## config.mk

```make
export PLATFORM = sky130hd
export DESIGN_NAME = fwm_ctrl
export DESIGN_NICKNAME = d
export VERILOG_FILES = /design/src/fwm_pkg.sv /design/src/fwm_ctrl.sv
export SDC_FILE = /design/constraint.sdc
export NUM_CORES = 1
export LEC_CHECK = 0
export BUFFER_PORTS_ARGS = -buffer_cell sky130_fd_sc_hd__clkbuf_2
export CORE_UTILIZATION = 25
export DETAILED_ROUTE_END_ITERATION = 8
export PLACE_DENSITY = 0.58
export SLEW_MARGIN = 10
export SYNTH_ARGS = -nofsm -noshare
export SYNTH_HDL_FRONTEND = slang
export SYNTH_SLANG_ARGS = --single-unit
```

## constraint.sdc

```tcl
create_clock -name clk -period 2.01 [get_ports clk]
set_input_delay 0.3015 -clock clk [delete_from_list [all_inputs] [get_ports clk]]
set_output_delay 0.3015 -clock clk [all_outputs]
set_load 0.1 [all_outputs]
```

## src/fwm_pkg.sv

```systemverilog
//------------------------------------------------------------------------------
// fwm_pkg
// Shared widths, types and command/status records for the Fox-Wolfram moments block.
//------------------------------------------------------------------------------
`default_nettype none
package fwm_pkg;
	localparam int MomBits  = 20;
	localparam int MaxPart  = 256;
	localparam int IdxBits  = $clog2(MaxPart);
	localparam int CntBits  = $clog2(MaxPart + 1);
	localparam int MagBits  = MomBits + 1;
	localparam int SqBits   = 2 * MomBits + 2;
	localparam int WBits    = 2 * MagBits;
	localparam int DotBits  = 2 * MomBits + 2;
	localparam int SumBits  = 64;
	localparam logic signed [SumBits-1:0] SumLimit = (64'sd1 <<< 62) - 64'sd1;
	localparam logic signed [33:0] Q30One = 34'sd1 <<< 30;

	// controller -> datapath
	typedef struct packed {
		logic load;       // capture input word, start magnitude
		logic sqrt_step;  // one step of the root
		logic pair_start; // fetch store entry at index
		logic pair_step;  // advance the pair sequence
		logic clear;      // clear set state
		logic ratio_start;
		logic ratio_step;
		logic write_store;
		logic mark_drop;
	} fwm_cmd_t;

	// datapath -> controller
	typedef struct packed {
		logic sqrt_done;
		logic pair_done;
		logic ratio_done;
		logic store_full;
	} fwm_sts_t;
endpackage
`default_nettype wire

```

## src/fwm_ctrl.sv

```systemverilog
//------------------------------------------------------------------------------
// fwm_ctrl
// Sequencer: accepts a word, steps root, pair loop and ratio division, emits result.
//------------------------------------------------------------------------------
`default_nettype none
module fwm_ctrl (
	input  wire logic             clk,
	input  wire logic             arst_n,
	input  wire logic             in_valid,
	output logic                  in_stall,
	input  wire logic             last_in,
	output logic                  out_valid,
	input  wire logic             out_stall,
	output fwm_pkg::fwm_cmd_t     cmd,
	input  wire fwm_pkg::fwm_sts_t sts
);
	import fwm_pkg::*;

	localparam logic [2:0] StIdle  = 3'd0;
	localparam logic [2:0] StSqrt  = 3'd1;
	localparam logic [2:0] StPair  = 3'd2;
	localparam logic [2:0] StRatio = 3'd3;
	localparam logic [2:0] StOut   = 3'd4;

	logic [2:0] state_q;
	logic       last_q;

	assign in_stall  = (state_q != StIdle);
	assign out_valid = (state_q == StOut);

	// commands decode
	always_comb begin
		cmd = '0;
		case (state_q)
			StIdle: cmd.load = in_valid;
			StSqrt: begin
				cmd.sqrt_step = 1'b1;
				if (sts.sqrt_done) begin
					cmd.write_store = 1'b1;
					cmd.pair_start  = 1'b1;
				end
			end
			StPair: begin
				cmd.pair_step = 1'b1;
				if (sts.pair_done && last_q) cmd.ratio_start = 1'b1;
			end
			StRatio: cmd.ratio_step = 1'b1;
			StOut: cmd.clear = !out_stall;
			default: cmd = '0;
		endcase
		if (state_q == StIdle && in_valid && sts.store_full) cmd.mark_drop = 1'b1;
	end

	always_ff @(posedge clk or negedge arst_n) begin
		if (!arst_n) begin
			state_q <= StIdle;
			last_q  <= 1'b0;
		end else begin
			case (state_q)
				StIdle: if (in_valid) begin
					last_q <= last_in;
					if (sts.store_full) begin
						if (last_in) state_q <= StRatio;
					end else begin
						state_q <= StSqrt;
					end
				end
				StSqrt: if (sts.sqrt_done) state_q <= StPair;
				StPair: if (sts.pair_done) state_q <= last_q ? StRatio : StIdle;
				StRatio: if (sts.ratio_done) state_q <= StOut;
				StOut: if (!out_stall) state_q <= StIdle;
				default: state_q <= StIdle;
			endcase
		end
	end
endmodule
`default_nettype wire

```

Word-level counts from Yosys, hierarchy flattened
Index checks and enable logic that the tools add are counted.

cells by class
  multiplexer cells = 19
  eq/ne operators = 10
  reductions and logical operators = 8

operator list
  cell                  count
  $mux W3               7
  $pmux W3 S5           1
  $ne A2 B2 Y1 const B  5
  $mux W1               9
  $eq A3 B2 Y1 const B  2
  $reduce_and A6 Y1     1
  $mux W2               2
  $eq A3 B1 Y1 const B  1
  $eq A3 B3 Y1 const B  1
  $logic_and A1 B1 Y1   3
  $logic_not A3 Y1      1
  $ne A3 B3 Y1 const B  1
  $reduce_bool A3 Y1    1
  $reduce_and A2 Y1     1
  $logic_not A1 Y1      1

storage, ports and cells
  output and inout bits = 11
  flip-flop bits (word level) = 4
  bits of input ports = 9

Depth between registers and ports, before layout
Gate-level depths: netlist (run 1).

  depth in word-level cells = 4
  gate-level depth with buffers = 4
  depth with buffers taken out = 3

Worst setup path before layout (run 1)
Ideal clock, no wire load.

  path type = reg-to-output
  from = register state_q[1]
  to = output port cmd[4] (netlist bit)
  buffers on the path = 1
  arrival time = 3.232 ns
  required time = 1.709 ns
  stages on the path, launching flop included = 4
  setup slack = -1.524 ns
  cells stage by stage = dfrtp_1 > buf_6 > nor3b_2 > nor2b_1

RTL lines
  item                    line            source
  start, declared         fwm_ctrl.sv:25  logic [2:0] state_q;
  start signal, assigned  fwm_ctrl.sv:56  state_q <= StIdle;
  start signal, assigned  fwm_ctrl.sv:63  if (last_in) state_q <= StRatio;
  start signal, assigned  fwm_ctrl.sv:65  state_q <= StSqrt;
  end, declared           fwm_ctrl.sv:14  output fwm_pkg::fwm_cmd_t cmd,

Worst setup path in the final report (run 1)
  from = register state_q[1]
  to = output port out_valid

on the way
  cells in the longest elaborated chain, start to end = 1

ends and longest elaborated chain
  item           line            source
  $eq A3 B3 Y1   fwm_ctrl.sv:29  assign out_valid = (state_q == StOut);
  end, declared  fwm_ctrl.sv:12  output logic out_valid,

No other way between the ends.

==> results of run 1 <==
## registers in the layout, summed over array words and instances (netlist names)
name	cells
last_q	1
state_q	3
## critical path: stages, from the launching register on
cell and delay [ns]:
dfrtp_1 0.52, nor3b_4 0.30, clkbuf_2 0.50
## what timing repair did
| item | 4_1_cts | 5_1_grt |
|---|---|---|
| resized for setup | 0 | 0 |
| hold buffers | 1 | 0 |
| endpoints found under the hold margin | 4 | 0 |
## worst max-delay path by stage
stage	from	end	slack [ns]	cells after the start
finish	state_q[1]	out_valid	0.16	2
global route	state_q[1]	cmd[3]	0.09	4
CTS	state_q[1]	cmd[3]	0.16	4
detailed placement	state_q[1]	cmd[3]	0.42	4
global placement	state_q[1]	out_valid	0.45	2
floorplan	state_q[1]	cmd[6]	-0.39	4
## synth_stat cells (all sizes together)
cell type | number | area, um^2
nor2 | 2 | 7.510
a22oi | 1 | 7.510
and3 | 2 | 12.51
mux2 | 1 | 15.01
nor2b | 2 | 12.51
and2 | 3 | 23.78
o41ai | 1 | 8.760
a211oi | 2 | 20.02
nand2 | 1 | 3.750
buf | 3 | 30.03
dfrtp | 4 | 100.1
o32ai | 1 | 8.760
inv | 3 | 11.26
nor3b | 2 | 25.02
mux2i | 1 | 10.01
nand2b | 2 | 12.51
a21boi | 1 | 7.510
nor3 | 1 | 10.01
a22o | 1 | 8.760
or3b | 1 | 8.760
o2111ai | 1 | 8.760
## final cells by class
cell class,instances,area (um^2)
Tap cell,15,18.77
Multi-Input combinational cell,26,249.0
Fill cell,133,696.9
Clock buffer,3,22.52
Timing Repair Buffer,20,202.7
Sequential cell,4,100.1
Inverter,3,11.26
## layer usage
metal | GRT usage, % | wire length [um] | up-vias
met2 | 20.90 | 422 | 13
met3 | 2.841 | 31 | 0
met4 | 6.034 | 0 | 0
met1 | 13.79 | 372 | 156
li1 | - | - | 168
met5 | 0 | 0 | -
## cells by family after synthesis
family          count (synthesis)
compound gates                  8
buf+inv                         6
flops                           4
mux                             2
simple gates                   16
## through the flow
step	cell area [um^2]	setup TNS, ns	util [%]	hold WS, ns
2_1_floorplan	402.9	-0.9297	-	0.005909
3_3_place_gp	571.8	0	43.94	0.1113
3_5_place_dp	571.8	0	43.94	0.1158
4_1_cts	604.3	0	46.44	0.3327
5_1_grt	604.3	0	46.44	0.3453
6_report	604.3	0	46.44	0.3349
==> flow_summary.toml, run 1 <==
[detailed_routing]
firstDrtPassIters = 2
final_antenna_net_count = 0
vias_per_cell = 4.746
drtIter0Drc = 3
vias = 337
drc = 0
wl_um = 827
wl_per_cell_um = 11.65

[yosys]
synth-xor-area-share_pct = 0
syn-num-nets = 45
syn_area_um2 = 352.8
ys_seq_area_share_pct = 28.37
synthMuxAreaShare_pct = 7.092
synthSimpleGateAreaFrac_pct = 32.98
synth_area_per_cell_um2 = 9.801
syn_inst = 36
synth-seq-cells = 4
ys_warn_count = 0
synth_compound_area_share_pct = 19.86
synth_top_family_by_area = "simple AND/OR/NAND/NOR gates"
ys_types = 25
synth_adder_area_share_pct = 0

[placed_design]
place_hpwl_um = 665.1
io_buffer_count = 19
place_ws_ns = 0.4167
dp_cells = 67
gp_congestion = 0.8618

[run_status]
outcome = "completed"

[global_route]
grt_pass1_wl_mm = 1.297
first_global_vias = 321
grt_use_total_pct = 12.17
antenna_found_initial = 0
grt_max_degree = 11
grt_overflow = 0

[die]
coreArea_mm2 = 0.001301
dieArea_mm2 = 0.001565
fp.dieW_um = 39.57
num_rows = 13
start_util_pct = 27.12
die_y_um = 39.57
ios = 20

[min_path]
holdPathStages = 2
hp-class = "input port to flop"
holdCritStartpoint = "last_in"
min_to = "last_q"

[cells_and_area]
layout_common_cells = "clkbuf_2 (10), buf_12 (6), dfrtp_1 (4)"
nNetsFinal = 67
final_cells = 71
layout_commonest_cell = "clkbuf_2"
drive_above_1_share_pct = 62.50
num_antenna_cells = 0
syn_to_final_growth_pct = 71.28

[sta]
maxSlewViolCount = 0
finalSetupViolCount = 0
finalCritPeriodShare_pct = 92.22
rsz0062_at_grt = "false"
slew_headroom_pct = 64.32
max_freq_mhz = 539.5
tightest_slew_ns = 0.5374
finalClockSkew_ns = 0.004189
layout_setup_ws_ns = 0.1564
fin_crit_ns = 1.854
hold_viol = 0

[worst_setup_path]
r2r_start = "state_q[1]"
required_ns = 1.71
reg2reg_slack_ns = 0.59
reg2reg_to = "last_q"
reg2regPathDepth = 3
cp-start-kind = "flop"
criticalPathCategory = "flop to output port"
end_kind = "output port"
arrival_ns = 1.55
critPathMaxFanout = 10

[clocking]
clkSinkCount = 4
clock_latency_ns = 0.23
root_buffer = "clkbuf_4"
cts_max_level = 1
clk_pin_slew_ns = 0.04
clockBufferDepth = 2
tritoncts = "done"
cts_setup_buffers = 0
cts_buffers = 3

[run]
maxCapViolCount = 0
Power of run 1 is left out: the tool's default activity adds up to more than one toggle a clock period on the data nets, which glitch-free logic cannot reach.
==> run 2, diff against run 1 <==
ABC_AREA = 1   (was not set)
BUFFER_PORTS_ARGS = not set   (was -buffer_cell sky130_fd_sc_hd__clkbuf_2)
DONT_BUFFER_PORTS = 1   (was not set)
PLACE_DENSITY = 0.46   (was 0.58)
==> flow_summary.toml, run 2 <==
[die]
start_util_pct = 27.45
dieArea_mm2 = 0.001602
ios = 20
num_rows = 13
coreArea_mm2 = 0.001318
die_y_um = 40.03
fp.dieW_um = 40.03

[sta]
finalCritPeriodShare_pct = 86.79
finalSetupTns_ns = 0
hold_viol = 0
max_freq_mhz = 573.2
maxSlewViolCount = 0
tightest_slew_ns = 0.3213
slew_headroom_pct = 78.58
rsz0062_at_grt = "false"
finalClockSkew_ns = 0.008560
fin_crit_ns = 1.745
finalSetupViolCount = 0

[detailed_routing]
wl_per_cell_um = 10.27
wl_um = 863
vias_per_cell = 4.738
firstDrtPassIters = 4
vias = 398
drc = 0
drtIter0Drc = 10
final_antenna_net_count = 0

[worst_setup_path]
reg2regPathDepth = 6
criticalPathCategory = "flop to output port"
required_ns = 1.71
critPathMaxFanout = 6
end_kind = "output port"
arrival_ns = 1.44
cp-start-kind = "flop"

[yosys]
synthMuxAreaShare_pct = 0
synth-seq-cells = 4
synthSimpleGateAreaFrac_pct = 52.25
synth_adder_area_share_pct = 0
synth_edf_count = 0
yosysTopAreaCellShare_pct = 27.68
synth_flop_cell = "dfrtp_1"
ys_seq_area_share_pct = 27.68
synth_area_per_cell_um2 = 6.457
yosysTopAreaCell = "dfrtp_1"
synth-xor-area-share_pct = 0
synth_compound_area_share_pct = 5.536
synth_commonest_cells = "nand2_1 (11), nand3_1 (11), inv_1 (10)"
synth_top_family_by_area = "simple AND/OR/NAND/NOR gates"
syn-num-nets = 65
ys_warn_count = 0
ys_async_sr_fraction_pct = 100.0
synth.top_cells.by_area = "dfrtp_1 (28%), nand3_1 (15%), nand2_1 (11%)"
syn_inst = 56
ys_types = 14
syn_area_um2 = 361.6

[clocking]
clkSinkCount = 4
cts_buffers = 3
tritoncts = "done"
clockBufferDepth = 2
clock_latency_ns = 0.24
cts_max_level = 1
root_buffer = "clkbuf_4"
clk_pin_slew_ns = 0.04

[placed_design]
io_buffer_count = 0
place_hpwl_um = 758.8
gp_congestion = 0.7879

[cells_and_area]
multi_input_area_um2 = 247.7
layout_common_cells = "nand3_1 (11), inv_1 (9), nand2_1 (9)"
num_antenna_cells = 0
fillers = 136
reg_top3 = "state_q (3), last_q (1)"
syn_to_final_growth_pct = 50.52
top_register = "state_q"
nNetsFinal = 80
largest_reg_flops = 3
drive_above_1_share_pct = 42.03
regArea_um2 = 100.1
layout_commonest_cell = "nand3_1"

[global_route]
grt_overflow = 0
grtUsageMet2_pct = 21.37
grt_use_total_pct = 13.51
antenna_found_initial = 0
grt_max_degree = 7
grt_pass1_wl_mm = 1.386
top_usage_layer = "met2"
use_met1_pct = 15.10
first_global_vias = 376
gr-usage-met3_pct = 3.889

[min_path]
holdPathStages = 2
hp-class = "input port to flop"

[run]
maxCapViolCount = 0

[run_status]
outcome = "completed"
[run 2: repair_timing]
action,CTS,global route
endpoints found under the hold margin,4,0
resized for setup,0,0
hold buffers,1,0
buffers inserted,0,0
setup endpoints to repair,0,0
[run 2: final timing paths]
check / start / end / slack [ns]
max: state_q[2] / cmd[1] / 0.27
min: last_in / last_q / 0.19
max reg2reg: state_q[0] / last_q / 0.63
min reg2reg: last_q / last_q / 0.52
max in group asynchronous: arst_n / state_q[0] / 1.48
min in group asynchronous: arst_n / state_q[2] / 0.34
[run 2: cell families after synthesis]
kind of cell	count (synthesis)
flops	4
simple gates	36
compound gates	3
buf+inv	13
[run 2: final cells by class]
class,count,area share (%)
Sequential cell,4,18.39
Timing Repair Buffer,11,20.23
Clock buffer,3,4.138
Multi-Input combinational cell,39,45.52
Tap cell,15,3.448
Inverter,12,8.276
[run 2: worst max-delay path: stages (launching register included)]
cell and delay [ns]:
dfrtp_1 0.48, inv_2 0.15, nand3_1 0.17, nor2_4 0.14, buf_12 0.25
[run 2: stage by stage]
stage	std cells	setup WS (ns)	cell area, um^2	utilization (%)	hold WS [ns]
after floorplan	56	-0.3452	400.4	-	0.005909
after CTS	84	0.2539	544.3	41.31	0.1849
after detailed placement	80	0.5121	511.7	38.84	0.006046
after global routing	84	0.1709	544.3	41.31	0.1944
after global placement	80	0.5115	511.7	38.84	0.006043
final	84	0.2655	544.3	41.31	0.1852
[run 2: routing by layer]
layer | part of all wire [%] | vias to the layer above | wire length (um)
met5 | 0 | - | 0
met4 | 1.6 | 0 | 14
met3 | 6.5 | 2 | 56
met2 | 49 | 11 | 426
met1 | 42 | 180 | 364
li1 | - | 205 | -
Power of run 2 is left out for the same reason.
==> run 3, diff against run 2 <==
RECOVER_POWER = 50   (was not set)
clock period = 1.97 ns   (was 2.01 ns; I/O delays follow)
==> flow_summary.toml, run 3 (same netlist as run 2, synthesis figures left out) <==
[global_route]
grt_max_degree = 7
first_global_vias = 376
grt_use_total_pct = 13.51
grt_overflow = 0
grt_pass1_wl_mm = 1.386
antenna_found_initial = 0

[clocking]
clk_pin_slew_ns = 0.04
cts_buffers = 3
clockBufferDepth = 2
root_buffer = "clkbuf_4"
tritoncts = "done"
cts_max_level = 1
cts_setup_buffers = 0
clkSinkCount = 4
clock_latency_ns = 0.24

[detailed_routing]
drc = 0
wl_per_cell_um = 10.26
vias = 405
firstDrtPassIters = 4
wl_um = 862
drtIter0Drc = 11
final_antenna_net_count = 0
vias_per_cell = 4.821

[sta]
max_freq_mhz = 575.9
finalSetupViolCount = 0
slew_headroom_pct = 62.68
layout_setup_ws_ns = 0.2335
finalCritPeriodShare_pct = 88.15
tightest_slew_ns = 0.5599
hold_viol = 0
fin_crit_ns = 1.736
finalClockSkew_ns = 0.006180
rsz0062_at_grt = "false"
maxSlewViolCount = 0
holdWs_ns = 0.1821

[die]
die_y_um = 40.03
ios = 20
dieArea_mm2 = 0.001602
start_util_pct = 27.45
fp.dieW_um = 40.03
coreArea_mm2 = 0.001318
num_rows = 13

[cells_and_area]
drive_above_1_share_pct = 39.13
largest_reg_flops = 3
stdcell_area_um2 = 536.8
fillers = 138
reg_top3 = "state_q (3), last_q (1)"
layout_common_cells = "nand3_1 (12), inv_1 (10), nand2_1 (9)"
top_register = "state_q"
nNetsFinal = 80
layout_commonest_cell = "nand3_1"
num_antenna_cells = 0
final_util_pct = 40.74
syn_to_final_growth_pct = 48.44

[worst_setup_path]
cpPeakStageDelay_ns = 0.48
crit_chain = "inv_2 > nand3_1 > nor2_4 > buf_12"
cp-start-kind = "flop"
required_ns = 1.67
cpMaxStageDelayCell = "dfrtp_1"
arrival_ns = 1.44
end_kind = "output port"
critPathMaxFanout = 6
criticalPathCategory = "flop to output port"
crit_family = "flip-flops"
path_buf_inv = 2

[placed_design]
gp_congestion = 0.7879
place_hpwl_um = 758.8
place_area_um2 = 511.7
io_buffer_count = 0
place_ws_ns = 0.4781

[min_path]
hp-class = "input port to flop"

[run]
maxCapViolCount = 0

[run_status]
outcome = "completed"
run 3: changes by cell type in the layout (fill, tap and decap cells not counted):
| cell | previous run | this run |
|---|---|---|
| nand3_1 | 11 | 12 |
| clkbuf_2 | 0 | 1 |
| nand3_2 | 1 | 0 |
| inv_1 | 9 | 10 |
| buf_4 | 8 | 7 |
| inv_2 | 3 | 2 |
run 3: area by class of cell:
| cell class | count | area [um^2] | area share (%) |
|---|---|---|---|
| Clock buffer | 3 | 22.52 | 4.196 |
| Inverter | 12 | 45.04 | 8.392 |
| Multi-Input combinational cell | 39 | 242.7 | 45.22 |
| Sequential cell | 4 | 100.1 | 18.65 |
| Tap cell | 15 | 18.77 | 3.497 |
| Timing Repair Buffer | 11 | 107.6 | 20.05 |
run 3: worst paths after layout:
path | from | endpoint | slack (ns) | cells after the start
max | state_q[2] | cmd[1] | 0.23 | 4
min | last_in | last_q | 0.18 | 2
max reg2reg | state_q[0] | state_q[2] | 0.50 | 5
min reg2reg | last_q | last_q | 0.52 | 2
max in group asynchronous | arst_n | state_q[0] | 1.45 | 1
min in group asynchronous | arst_n | state_q[2] | 0.34 | 1
run 3: stage by stage:
stage                     setup TNS [ns]  cells
after CTS                              0     84
after detailed placement               0     80
after global routing                   0     84
final                                  0     84
after global placement                 0     80
after floorplan                  -0.3792     56
run 3: what timing repair did:
| item | CTS | global route |
|---|---|---|
| hold buffers | 1 | 0 |
| endpoints found under the hold margin | 4 | 0 |
| resized for setup | 0 | 0 |
run 3: per-layer routing:
layer | wire length [um] | up-vias | share of wire, % | GRT usage [%]
li1 | - | 204 | - | -
met1 | 342 | 186 | 40 | 15.10
met2 | 436 | 13 | 51 | 21.37
met3 | 68 | 2 | 7.9 | 3.889
met4 | 14 | 0 | 1.6 | 10.34
met5 | 0 | - | 0 | 0
Power of run 3 is left out for the same reason.
